--- src/c6502g2_pkg.sv ---
`default_nettype none

package c6502g2_pkg;

    // Operation row, opcode bits 7:5
    typedef enum logic [2:0] {
        ROW_ASL = 3'd0,
        ROW_ROL = 3'd1,
        ROW_LSR = 3'd2,
        ROW_ROR = 3'd3,
        ROW_STX = 3'd4,
        ROW_LDX = 3'd5,
        ROW_DEC = 3'd6,
        ROW_INC = 3'd7
    } row_t;

    // Addressing column, opcode bits 4:2
    typedef enum logic [2:0] {
        COL_IMM  = 3'd0,
        COL_ZP   = 3'd1,
        COL_ACC  = 3'd2,
        COL_ABS  = 3'd3,
        COL_JAM  = 3'd4,
        COL_ZPI  = 3'd5,
        COL_IMP  = 3'd6,
        COL_ABSI = 3'd7
    } col_t;

    typedef struct packed {
        logic [7:0] opcode;
        logic [7:0] mem_data;
        logic [7:0] addr_high;
        logic       page_crossed;
    } in_item_t;

    typedef struct packed {
        logic       write_enable;
        logic [7:0] write_data;
        logic [2:0] cycle_count;
        logic       halted;
        logic [7:0] acc_value;
        logic [7:0] xreg_value;
        logic [7:0] stack_value;
        logic       carry_flag;
        logic       zero_flag;
        logic       negative_flag;
    } out_item_t;

    // Architectural state kept between instructions
    typedef struct packed {
        logic [7:0] acc;
        logic [7:0] xr;
        logic [7:0] sp;
        logic       c;
        logic       z;
        logic       n;
    } arch_state_t;

endpackage

`default_nettype wire

--- src/c6502g2_stream_if.sv ---
`default_nettype none

interface c6502g2_stream_if #(
    parameter type payload_t = logic
);
    logic     valid;
    logic     ready;
    payload_t payload;

    modport source (output valid, output payload, input ready);
    modport sink   (input valid, input payload, output ready);
endinterface

`default_nettype wire

--- src/c6502g2_exec.sv ---
`default_nettype none

module c6502g2_exec
    import c6502g2_pkg::*;
(
    input  in_item_t    item,
    input  arch_state_t st,
    output arch_state_t st_next,
    output out_item_t   result
);

    // Shift or rotate by row; returns {carry_out, byte}
    function automatic logic [8:0] shift_op(input row_t row, input logic [7:0] v,
                                            input logic oc);
        logic [8:0] r;
        begin
            case (row)
                ROW_ASL: r = {v[7], v[6:0], 1'b0};
                ROW_ROL: r = {v[7], v[6:0], oc};
                ROW_LSR: r = {v[0], 1'b0, v[7:1]};
                ROW_ROR: r = {v[0], oc, v[7:1]};
                default: r = {oc, v};
            endcase
            return r;
        end
    endfunction

    row_t       row;
    col_t       col;
    logic       xy;
    logic [8:0] sh_acc;
    logic [8:0] sh_mem;
    logic [7:0] mem_dec;
    logic [7:0] mem_inc;
    logic [7:0] shx_mask;
    logic       we;
    logic [7:0] wd;
    logic [2:0] cyc;
    logic       halt;

    assign row      = row_t'(item.opcode[7:5]);
    assign col      = col_t'(item.opcode[4:2]);
    assign xy       = (row == ROW_STX) || (row == ROW_LDX);
    assign sh_acc   = shift_op(row, st.acc, st.c);
    assign sh_mem   = shift_op(row, item.mem_data, st.c);
    assign mem_dec  = item.mem_data - 8'd1;
    assign mem_inc  = item.mem_data + 8'd1;
    assign shx_mask = item.addr_high + 8'd1;

    always_comb
    begin
        st_next = st;
        we      = 1'b0;
        wd      = 8'd0;
        cyc     = 3'd2;
        halt    = 1'b0;
        case (col)
            COL_JAM:
            begin
                halt = 1'b1;
                cyc  = 3'd3;
            end
            COL_IMM:
            begin
                if (!row[2])
                begin
                    halt = 1'b1;
                    cyc  = 3'd3;
                end
                else if (row == ROW_LDX)
                begin
                    st_next.xr = item.mem_data;
                    st_next.z  = (item.mem_data == 8'd0);
                    st_next.n  = item.mem_data[7];
                end
            end
            COL_ACC:
            begin
                case (row)
                    ROW_ASL, ROW_ROL, ROW_LSR, ROW_ROR:
                    begin
                        st_next.c   = sh_acc[8];
                        st_next.acc = sh_acc[7:0];
                        st_next.z   = (sh_acc[7:0] == 8'd0);
                        st_next.n   = sh_acc[7];
                    end
                    ROW_STX:
                    begin
                        st_next.acc = st.xr;
                        st_next.z   = (st.xr == 8'd0);
                        st_next.n   = st.xr[7];
                    end
                    ROW_LDX:
                    begin
                        st_next.xr = st.acc;
                        st_next.z  = (st.acc == 8'd0);
                        st_next.n  = st.acc[7];
                    end
                    ROW_DEC:
                    begin
                        st_next.xr = st.xr - 8'd1;
                        st_next.z  = (st.xr == 8'd1);
                        st_next.n  = st_next.xr[7];
                    end
                    default: ;
                endcase
            end
            COL_IMP:
            begin
                if (row == ROW_STX)
                begin
                    st_next.sp = st.xr;
                end
                else if (row == ROW_LDX)
                begin
                    st_next.xr = st.sp;
                    st_next.z  = (st.sp == 8'd0);
                    st_next.n  = st.sp[7];
                end
            end
            default:
            begin
                // memory columns: zp, abs, zp indexed, abs indexed
                case (col)
                    COL_ZP:  cyc = xy ? 3'd3 : 3'd5;
                    COL_ABS: cyc = xy ? 3'd4 : 3'd6;
                    COL_ZPI: cyc = xy ? 3'd4 : 3'd6;
                    default: cyc = xy ? (3'd4 + {2'b00, item.page_crossed}) : 3'd7;
                endcase
                case (row)
                    ROW_STX:
                    begin
                        we = 1'b1;
                        wd = (col == COL_ABSI) ? (st.xr & shx_mask) : st.xr;
                    end
                    ROW_LDX:
                    begin
                        st_next.xr = item.mem_data;
                        st_next.z  = (item.mem_data == 8'd0);
                        st_next.n  = item.mem_data[7];
                    end
                    ROW_DEC:
                    begin
                        we        = 1'b1;
                        wd        = mem_dec;
                        st_next.z = (mem_dec == 8'd0);
                        st_next.n = mem_dec[7];
                    end
                    ROW_INC:
                    begin
                        we        = 1'b1;
                        wd        = mem_inc;
                        st_next.z = (mem_inc == 8'd0);
                        st_next.n = mem_inc[7];
                    end
                    default:
                    begin
                        we        = 1'b1;
                        wd        = sh_mem[7:0];
                        st_next.c = sh_mem[8];
                        st_next.z = (sh_mem[7:0] == 8'd0);
                        st_next.n = sh_mem[7];
                    end
                endcase
            end
        endcase
    end

    always_comb
    begin
        result.write_enable  = we;
        result.write_data    = wd;
        result.cycle_count   = cyc;
        result.halted        = halt;
        result.acc_value     = st_next.acc;
        result.xreg_value    = st_next.xr;
        result.stack_value   = st_next.sp;
        result.carry_flag    = st_next.c;
        result.zero_flag     = st_next.z;
        result.negative_flag = st_next.n;
    end

endmodule

`default_nettype wire

--- src/cpu6502_group2_execute_top.sv ---
// Each accepted beat passes the input register, then the result register, to the output.
// Throughput: one instruction per cycle unless the output stalls. The execute logic reads
// and updates A, X, SP and C/Z/N in the same cycle it loads the result register.
// Reset (rst_n low, asynchronous): both stages empty, A, X, SP and all flags cleared.
`default_nettype none

module cpu6502_group2_execute_top
    import c6502g2_pkg::*;
(
    input  wire logic      clk,
    input  wire logic      rst_n,
    c6502g2_stream_if.sink   in_ch,
    c6502g2_stream_if.source out_ch
);

    // Input stage: holds one accepted beat until it executes
    in_item_t    in_reg;
    logic        in_valid_reg;

    // Architectural state
    arch_state_t st_reg;
    arch_state_t st_next;

    // Result stage
    out_item_t   out_reg;
    logic        out_valid_reg;

    out_item_t   result;
    logic        exec_fire;
    logic        in_fire;

    // Execute whenever the result register is free or being drained this cycle.
    assign exec_fire   = in_valid_reg && (!out_valid_reg || out_ch.ready);
    // Take a new beat whenever the input register is empty or advancing.
    assign in_ch.ready = !in_valid_reg || exec_fire;
    assign in_fire     = in_ch.valid && in_ch.ready;

    assign out_ch.valid   = out_valid_reg;
    assign out_ch.payload = out_reg;

    c6502g2_exec u_exec (
        .item    (in_reg),
        .st      (st_reg),
        .st_next (st_next),
        .result  (result)
    );

    always_ff @(posedge clk or negedge rst_n)
    begin
        if (!rst_n)
        begin
            in_valid_reg  <= 1'b0;
            out_valid_reg <= 1'b0;
            st_reg        <= '0;
        end
        else
        begin
            if (in_ch.ready)
            begin
                in_valid_reg <= in_ch.valid;
            end
            if (exec_fire)
            begin
                out_valid_reg <= 1'b1;
                st_reg        <= st_next;
            end
            else if (out_ch.ready)
            begin
                // drop the delivered result
                out_valid_reg <= 1'b0;
            end
        end
    end

    // Payload registers: no reset needed
    always_ff @(posedge clk)
    begin
        if (in_fire)
        begin
            in_reg <= in_ch.payload;
        end
        if (exec_fire)
        begin
            out_reg <= result;
        end
    end

    // An executed instruction always presents a result in the next cycle.
    assert property (@(posedge clk) disable iff (!rst_n)
        exec_fire |=> out_valid_reg)
        else $error("executed beat did not reach the result register");

    // Jam opcodes leave the architectural state untouched.
    assert property (@(posedge clk) disable iff (!rst_n)
        exec_fire && result.halted |=> st_reg == $past(st_reg))
        else $error("jam opcode changed architectural state");

    // State changes only when an instruction executes.
    assert property (@(posedge clk) disable iff (!rst_n)
        !exec_fire |=> $stable(st_reg))
        else $error("state changed without an executing instruction");

    // A held input beat blocks new beats.
    assert property (@(posedge clk) disable iff (!rst_n)
        in_valid_reg && !exec_fire |-> !in_ch.ready)
        else $error("input accepted while stage is stalled");

    // No write data without a write.
    assert property (@(posedge clk) disable iff (!rst_n)
        exec_fire && !result.write_enable |-> result.write_data == 8'd0)
        else $error("write data present without write enable");

endmodule

`default_nettype wire

--- src/flat_wrapper.sv ---
// flat-port wrapper written by rule: the top's interface ports become plain ports
module cpu6502_group2_execute_top_flat import c6502g2_pkg::*;
  (clk, rst_n, in_ch_valid, in_ch_payload, in_ch_ready, out_ch_valid, out_ch_payload, out_ch_ready);
  c6502g2_stream_if #(.payload_t(in_item_t)) in_ch_i ();
  c6502g2_stream_if #(.payload_t(out_item_t)) out_ch_i ();
  input  wire logic clk;
  input  wire logic rst_n;
  input wire logic [$bits(in_ch_i.valid)-1:0] in_ch_valid;
  input wire logic [$bits(in_ch_i.payload)-1:0] in_ch_payload;
  output wire logic [$bits(in_ch_i.ready)-1:0] in_ch_ready;
  output wire logic [$bits(out_ch_i.valid)-1:0] out_ch_valid;
  output wire logic [$bits(out_ch_i.payload)-1:0] out_ch_payload;
  input wire logic [$bits(out_ch_i.ready)-1:0] out_ch_ready;
  assign in_ch_i.valid = in_ch_valid;
  assign in_ch_i.payload = in_ch_payload;
  assign in_ch_ready = in_ch_i.ready;
  assign out_ch_valid = out_ch_i.valid;
  assign out_ch_payload = out_ch_i.payload;
  assign out_ch_i.ready = out_ch_ready;
  cpu6502_group2_execute_top u_core (.clk(clk), .rst_n(rst_n), .in_ch(in_ch_i), .out_ch(out_ch_i));
endmodule
--- config.mk ---
export PLATFORM = sky130hd
export DESIGN_NAME = cpu6502_group2_execute_top_flat
export DESIGN_NICKNAME = d
export VERILOG_FILES = /design/src/c6502g2_pkg.sv /design/src/c6502g2_stream_if.sv /design/src/c6502g2_exec.sv /design/src/cpu6502_group2_execute_top.sv /design/src/flat_wrapper.sv
export SDC_FILE = /design/constraint.sdc
export NUM_CORES = 1
export LEC_CHECK = 0
export BUFFER_PORTS_ARGS = -buffer_cell sky130_fd_sc_hd__buf_2
export CAP_MARGIN = 20
export CELL_PAD_IN_SITES_DETAIL_PLACEMENT = 0
export CELL_PAD_IN_SITES_GLOBAL_PLACEMENT = 1
export CORE_ASPECT_RATIO = 0.9
export CORE_MARGIN = 2
export CORE_UTILIZATION = 40
export DETAILED_ROUTE_END_ITERATION = 8
export GPL_ROUTABILITY_DRIVEN = 1
export HOLD_SLACK_MARGIN = 0.05
export PLACE_DENSITY_LB_ADDON = 0.25
export SLEW_MARGIN = 20
export SYNTH_ARGS = -nofsm -noshare
export SYNTH_HDL_FRONTEND = slang
export SYNTH_SLANG_ARGS = --single-unit
--- constraint.sdc ---
create_clock -name clk -period 2.79 [get_ports clk]
set_clock_uncertainty 0.15 [all_clocks]
set_input_delay 0 -clock clk [delete_from_list [all_inputs] [get_ports clk]]
set_output_delay 0 -clock clk [all_outputs]
set_load 0.01 [all_outputs]
# == Word level (Yosys, flattened, before mapping) ==
# Index checks and enable logic that the tools add are counted.
# totals
regBits,94
in_bits,29
out_inout_bits,42
word_cells,102
# op_classes
add_sub_neg,5
eq_ne,15
n_mux,35
bitwise_logic,1
reduce_logical,24
# op_table
cell,n
$pmux W9 S4,2
$logic_not A8 Y1,8
$mux W8,8
$pmux W8 S4,2
$pmux W8 S2,2
$eq A3 B3 Y1 const B,8
$pmux W2 S4,3
$add A8 B1 Y8 const B,2
$sub A8 B1 Y8 const B,2
$eq A3 B2 Y1 const B,4
$reduce_or A4 Y1,3
$mux W2,5
$pmux W3 S3,1
$and A8 B8 Y8,1
$eq A8 B1 Y1 const B,1
$mux W1,7
$eq A3 B1 Y1 const B,2
$logic_not A3 Y1,2
$mux W3,2
$pmux W3 S2,1
$pmux W1 S2,2
$reduce_or A2 Y1,2
$add A3 B1 Y3 const A,1
$logic_or A1 B1 Y1,3
4 further kinds,6

# == Depth between registers and ports, before layout ==
# Gate-level depths: netlist of the first run.
# logic_depth
depth_word,5
mapped_depth,9

# == Cells and area by module ==
# A second synthesis of the first run with hierarchy kept.
# unflattened
cells_unflattened,518
area_unflattened_um2,5622.9
# modules_own_cells
module,n_inst,cells_each,area_per_inst_um2,seq_area_each_um2
cpu6502_group2_execute_top,1,130,3130.5,2677.6
c6502g2_exec,1,388,2492.4,0.0

# == Worst setup path after synthesis of the first run ==
# OpenSTA, ideal clock, no wires.
# synth_timing
path_type,register to register
start,register u_core.out_valid_reg (netlist: u_core.out_ch.valid)
end,"register u_core.out_reg, in the netlist u_core.out_ch.payload[0] (enable)"
setup_time_ps,420
arrival_ps,2484
t_required_ps,2220
slack_ps,-264
path_stages_with_launch,6
path_buffers,2
synth_period_minus_slack_ps,3054
path_cell_list,dfrtp_1 nand2b_1 nand2_1 inv_2 clkbuf_1 clkbuf_1
# synth_via
elab_chain_cells,3
# synth_rtl
item,line_no,source
start: declaration,cpu6502_group2_execute_top.sv:26,logic out_valid_reg;
start signal: assignment,cpu6502_group2_execute_top.sv:53,out_valid_reg <= 1'b0;
start signal: assignment,cpu6502_group2_execute_top.sv:64,out_valid_reg <= 1'b1;
start signal: assignment,cpu6502_group2_execute_top.sv:70,out_valid_reg <= 1'b0;
$logic_not A1 Y1,cpu6502_group2_execute_top.sv:33,assign exec_fire = in_valid_reg && (!out_valid_reg || out_ch.ready);
$logic_or A1 B1 Y1,cpu6502_group2_execute_top.sv:33,
$logic_and A1 B1 Y1,cpu6502_group2_execute_top.sv:33,
named net u_core.exec_fire,cpu6502_group2_execute_top.sv:29,logic exec_fire;
end signal: assignment,cpu6502_group2_execute_top.sv:84,out_reg <= result;
end: declaration,cpu6502_group2_execute_top.sv:25,out_item_t out_reg;
# The timed path passes the listed nets, and every way through them passes these cells.
# A chain may end at the register's enable or synchronous reset.

==> results of run 1 <==
[worst min-delay path by stage]
stage | from | to | slack, ps | cells past startpoint
floorplan | rst_n | u_core.in_valid_reg | -450 | 0
global placement | rst_n | u_core.st_reg[0] | -70 | 1
detailed placement | rst_n | u_core.st_reg[19] | -60 | 1
CTS | rst_n | u_core.st_reg[1] | 100 | 2
global route | rst_n | u_core.st_reg[1] | 160 | 2
finish | rst_n | u_core.st_reg[2] | 80 | 2
[power by group through the flow]
stage                     Combinational [mW]  Sequential [mW]  Clock [mW]
after detailed placement                1.11             2.03           0
after floorplan                        0.747             1.95           0
after CTS                               1.14             2.00        1.20
after global placement                  1.10             2.02           0
after global routing                    1.26             2.04        1.24
final                                   1.14             2.01        1.16
[kinds of logic (layout without fill, tap and decap cells)]
| logic type | count (synthesis) | after routing | synth area share [%] |
|---|---|---|---|
| adder cells (fa/ha/maj) | 8 | 8 | 1.89 |
| AND/OR/NAND/NOR | 188 | 188 | 17.7 |
| multiplexers | 38 | 38 | 7.70 |
| XOR/XNOR | 17 | 17 | 2.81 |
| AO/OA/AOI/OAI | 128 | 128 | 16.4 |
| flip-flops | 92 | 92 | 49.4 |
| buffers and inverters | 51 | 154 | 4.11 |
[per-stage QoR]
step	instance area [um^2]	cells	worst slack [ps]
finish	6490	789	285
CTS	6490	789	311
detailed placement	5930	746	339
global placement	5930	746	367
global route	6490	789	165
floorplan	5300	522	394
[cells in the final DEF, fill, tap and decap left out, drive strengths merged, types with 6 or more instances in the layout]
cell,count
dfrtp,29
nor2,27
mux2i,16
nor2b,6
nand2,82
xor2,7
buf,100
nand2b,8
edfxtp,63
xnor2,10
nand3b,6
clkbuf,9
and3,9
a21oi,26
nand3,8
a22o,8
o21ai,29
ha,8
nor3,9
inv,15
a31oi,8
mux2,22
o22ai,6
or4,6
dlygate4sd3,27
[layout make-up]
type	count	area share (%)
clock buffer	9	3.47
clock inverter	7	0.906
timing repair buffer	127	13.5
inverter	11	0.636
multi-input combinational	379	38.0
sequential	92	40.3
tap	164	3.16
[per-layer routing]
layer / share of wire [%] / wire, um / GRT usage, % / vias to the layer above
li1: - / - / - / 2136
met3: 6.7 / 1020 / 5.01 / 25
met4: 2.1 / 319 / 7.63 / 0
met2: 43 / 6480 / 31.9 / 165
met5: 0 / 0 / 0 / -
met1: 48 / 7270 / 31.4 / 2098
[worst register-to-register path: cells and delay by family (launching register included)]
kind / cells / cell delay (ps)
AOI/OAI and AO/OA: 3 / 640
DFF: 1 / 650
and+or+nand+nor: 2 / 670
muxes: 1 / 280
==> results.yml, run 1 <==
power_and_ir_drop:
  switchingPower_mw: 1.43
  pwr-share-comb_pct: 26.5
  peakVddDrop_mv: 0.449
  power_density_nw_per_um2: 665
  clkPwrFrac_pct: 26.9
  power.leakage_nw: 2.72
  p_int_mw: 2.88
  p_sw_share_pct: 33.2
  power_frac_seq_pct: 46.6
  total_power_mw: 4.32
routing:
  ant_nets: 0
  drc: 0
  vias_per_cell: 5.61
  dr.first_iter.drc_count: 396
  drt-total-wl_mm: 15.1
  drtPass1Iterations: 5
  avgRoutedWirePerCell_um: 19.1
  vias: 4424
placement:
  place.gp.congestion: 0.938
  portBuffers: 68
  hpwl_mm: 10.8
worst_setup_path:
  slowest_stage: "edfxtp_1"
  critPathMaxFanout: 17
  cpPeakStageDelay_ps: 650
  path_cells: "or3b_2 > a32oi_1 > nor2_1 > a211oi_1 > o22ai_1 > mux2_2"
  cp.required_ps: 2880
  crit_path_end: "u_core.st_reg[13]"
  crit_path_end_kind: "flop"
  worstPathArrival_ps: 2590
  path_depth: 6
  regToRegSetupSlack_ps: 290
  worstSetupPathType: "reg -> reg"
  reg2reg_to: "u_core.st_reg[13]"
  crit_buf_inv: 0
  startpoint: "u_core.in_reg[22]"
  r2r_cells: 6
  critPathLaunchType: "flop"
  r2r-start: "u_core.in_reg[22]"
  path_delay_family: "simple AND/OR/NAND/NOR gates"
sta:
  setup_viol_count_final: 0
  tightestPinTransition_ps: 705
  hold_slack_ps: 79.3
  max_slew_margin_pct: 53.0
  hold_viol_final: 0
  fin_crit_ps: 2500
  slew_violations: 0
  tns_ps: 0
  min_period_over_period_pct: 89.8
  rsz0062_at_grt: "false"
  clock.fmax_ghz: 0.399
global_route:
  grt_pass1_vias: 4255
  grt_pass1_wl_mm: 23.6
  antenna_found_initial: 0
  track_usage_pct: 21.7
  grt_overflow_total: 0
  grt_max_degree: 41
worst_hold_path:
  hold_class: "in -> async"
synth:
  async_flop_share_pct: 31.5
  seq_area_frac_synth_pct: 49.4
  synth_flop_cell: "edfxtp_1"
  synth_area_um2: 5300
  synthTopCellsByArea: "edfxtp_1 36%, dfrtp_1 14%, nand2_1 5.8%, mux2_2 4.7%, mux2i_1 3.0%"
  yosysMostFrequentCell: "nand2_1"
  avgSynthCellArea_um2: 10.2
  syn-num-nets: 559
  synth_cells: 522
  synthTopCellsByCount: "82 x nand2_1, 63 x edfxtp_1, 29 x dfrtp_1"
  yosysUniqueCellTypes: 69
  synth_edf_count: 63
  yosys.area.top_type: "edfxtp_1"
  netlist.area_leader.share_pct: 35.7
  ys_seq_elements: 92
  ys_warn_count: 0
die:
  start_util_pct: 41.3
  dieArea_um2: 14200
  die_h_um: 113
  core_area_um2: 12800
  die_x_um: 125
  ios: 71
  num_rows: 39
clock_network:
  cts_tree: "yes"
  cts_setup_buffers: 0
  ctsHoldBuffers: 27
  cts_made_buffers: 9
  cts.sinks: 92
  htree_num_levels: 3
  clk_latency_ps: 360
  clkTransAtPathRegs_ps: 60
  cts.repair.resized: 0
  clockBufferDepth: 2
  cts-root-buf: "clkbuf_16"
cells_and_area:
  areaGrowthSynthToFinish_pct: 22.4
  multi_input_area_um2: 2460
  largest_reg_flops: 40
  seq_area_um2: 2620
  drive_gt1_share_pct: 23.5
  final_core_util_pct: 50.6
  n_antenna_cell: 0
  fin_nets: 657
  fillCellCount: 1182
status:
  status: "completed"
flow_run:
  cap_violations: 0
No activity file was read; power rests on OpenSTA's default activity.
==> inputs of run 2 (changes only) <==
--- a/config.mk
+++ b/config.mk
@@ -14,9 +14,10 @@
 export CORE_UTILIZATION = 40
 export DETAILED_ROUTE_END_ITERATION = 8
 export GPL_ROUTABILITY_DRIVEN = 1
-export HOLD_SLACK_MARGIN = 0.05
+export HOLD_SLACK_MARGIN = 0.15
 export PLACE_DENSITY_LB_ADDON = 0.25
 export SLEW_MARGIN = 20
 export SYNTH_ARGS = -nofsm -noshare
 export SYNTH_HDL_FRONTEND = slang
+export SYNTH_HIERARCHICAL = 1
 export SYNTH_SLANG_ARGS = --single-unit
==> run 2 against run 1 <==
Compared with the run above: sequential power is 3% higher; critical endpoint is now u_core/st_reg[4]; total power is 7.4% higher; flip-flop and latch count stayed put; sequential share of layout area is 0.61 points lower; largest power group unchanged; die area is 4.8% higher; count of clock-buffer cells in the layout is 3 higher.
==> results.yml, run 2 <==
worst_setup_path:
  crit_buf_inv: 1
  startpoint: "u_core/in_reg[24]"
  critPathLaunchType: "flop"
  path_delay_family: "simple AND/OR/NAND/NOR gates"
  path_cells: "inv_2 > nor3_1 > and4_1 > mux2_1 > mux2_4"
  r2r_cells: 5
  worstSetupPathType: "reg -> reg"
  path_depth: 5
  critPathMaxFanout: 9
  cp.required_ps: 2870
  crit_path_end_kind: "flop"
  slowest_stage: "edfxtp_1"
  r2r-start: "u_core/in_reg[24]"
  worstPathArrival_ps: 2630
  cpPeakStageDelay_ps: 580
  reg2reg_to: "u_core/st_reg[4]"
  crit_path_end: "u_core/st_reg[4]"
  regToRegSetupSlack_ps: 250
die:
  num_rows: 40
  ios: 71
  die_x_um: 128
  die_h_um: 116
  core_area_um2: 13500
  start_util_pct: 41.3
  dieArea_um2: 14900
placement:
  hpwl_mm: 10.7
  place.gp.congestion: 0.869
  portBuffers: 68
sta:
  tns_ps: 0
  fin_crit_ps: 2540
  setup_viol_count_final: 0
  rsz0062_at_grt: "false"
  tightestPinTransition_ps: 591
  slew_violations: 0
  min_period_over_period_pct: 91.2
  max_slew_margin_pct: 60.3
  clock.fmax_ghz: 0.393
  hold_viol_final: 0
cells_and_area:
  largest_reg_flops: 40
  fin_nets: 629
  n_antenna_cell: 0
  final_core_util_pct: 48.9
  layout_commonest_cell: "buf_2"
  most-common-layout-cells: "68 x buf_2, 63 x edfxtp_1, 34 x buf_4, 33 x nor2_1, 31 x nand2_1"
  drive_gt1_share_pct: 26.0
  areaGrowthSynthToFinish_pct: 18.4
routing:
  vias_per_cell: 5.74
  vias: 4390
  ant_nets: 0
  drc: 0
  avgRoutedWirePerCell_um: 19.5
  drt-total-wl_mm: 14.9
  dr.first_iter.drc_count: 414
  drtPass1Iterations: 7
power_and_ir_drop:
  power_density_nw_per_um2: 703
  peakVddDrop_mv: 0.433
  power.leakage_nw: 2.74
clock_network:
  clk_latency_ps: 350
  cts_made_buffers: 9
  cts-root-buf: "clkbuf_16"
  cts_tree: "yes"
  htree_num_levels: 3
  cts.sinks: 92
  clkTransAtPathRegs_ps: 60
  cts_setup_buffers: 0
  clockBufferDepth: 2
synth:
  avgSynthCellArea_um2: 10.8
  synth_area_um2: 5560
  syn-num-nets: 553
  synth_cells: 516
  ys_warn_count: 6
global_route:
  antenna_found_initial: 0
  grt_pass1_wl_mm: 23.6
  grt_overflow_total: 0
  grt_max_degree: 31
  grt_pass1_vias: 4181
  track_usage_pct: 21.0
flow_run:
  cap_violations: 0
status:
  status: "completed"
worst_hold_path:
  hold_class: "in -> reg"
-- run 2: worst min path at each step --
stage,slack [ps],cells after the start,start,endpoint
CTS,200,2,in_ch_payload[11],u_core/in_reg[11]
global route,210,2,in_ch_payload[8],u_core/in_reg[8]
finish,210,2,in_ch_payload[0],u_core/in_reg[0]
global placement,-60,1,rst_n,u_core/st_reg[6]
floorplan,-450,0,rst_n,u_core/in_valid_reg
detailed placement,-50,1,rst_n,u_core/st_reg[6]
-- run 2: timing repair --
item	in CTS	in global routing
endpoints found under the hold margin	77	0
hold buffers	29	0
resized for setup	0	0
setup endpoints to repair	0	0
-- run 2: power breakdown --
| group | total [mW] | leakage, nW | internal [mW] | switching (mW) |
|---|---|---|---|---|
| registers | 2.08 | 0.992 | 1.78 | 0.308 |
| logic | 1.40 | 1.61 | 0.681 | 0.720 |
| clock network | 1.15 | 0.142 | 0.649 | 0.500 |
-- run 2: per-stage QoR --
stage	worst slack (ps)	cells	hold WS, ps	cell area, um^2	total power, mW
6_report	246	765	212	6590	4.63
5_1_grt	81.1	765	207	6590	4.88
4_1_cts	263	765	196	6590	4.66
3_5_place_dp	279	720	-52.1	6010	3.46
3_3_place_gp	313	720	-64.8	6010	3.44
2_1_floorplan	442	516	-446	5560	3.14
-- run 2: worst register-to-register path, stage by stage, from the launching register on --
cell	delay, ps
edfxtp_1	580
inv_2	70
nor3_1	430
and4_1	540
mux2_1	400
mux2_4	270
-- run 2: layout make-up --
type / count / area, um^2
Clock buffer: 12 / 256
Clock inverter: 4 / 23.8
Fill cell: 1239 / 6880
Inverter: 10 / 37.5
Multi-Input combinational cell: 346 / 2510
Sequential cell: 92 / 2620
Tap cell: 168 / 210
Timing Repair Buffer: 133 / 936
-- run 2: per-layer routing --
layer | up-vias | routed length (um) | global-route usage (%)
met5 | - | 0 | 0
met4 | 0 | 295 | 8.06
met3 | 22 | 887 | 4.11
met2 | 149 | 6570 | 31.0
met1 | 2154 | 7180 | 30.5
li1 | 2065 | - | -
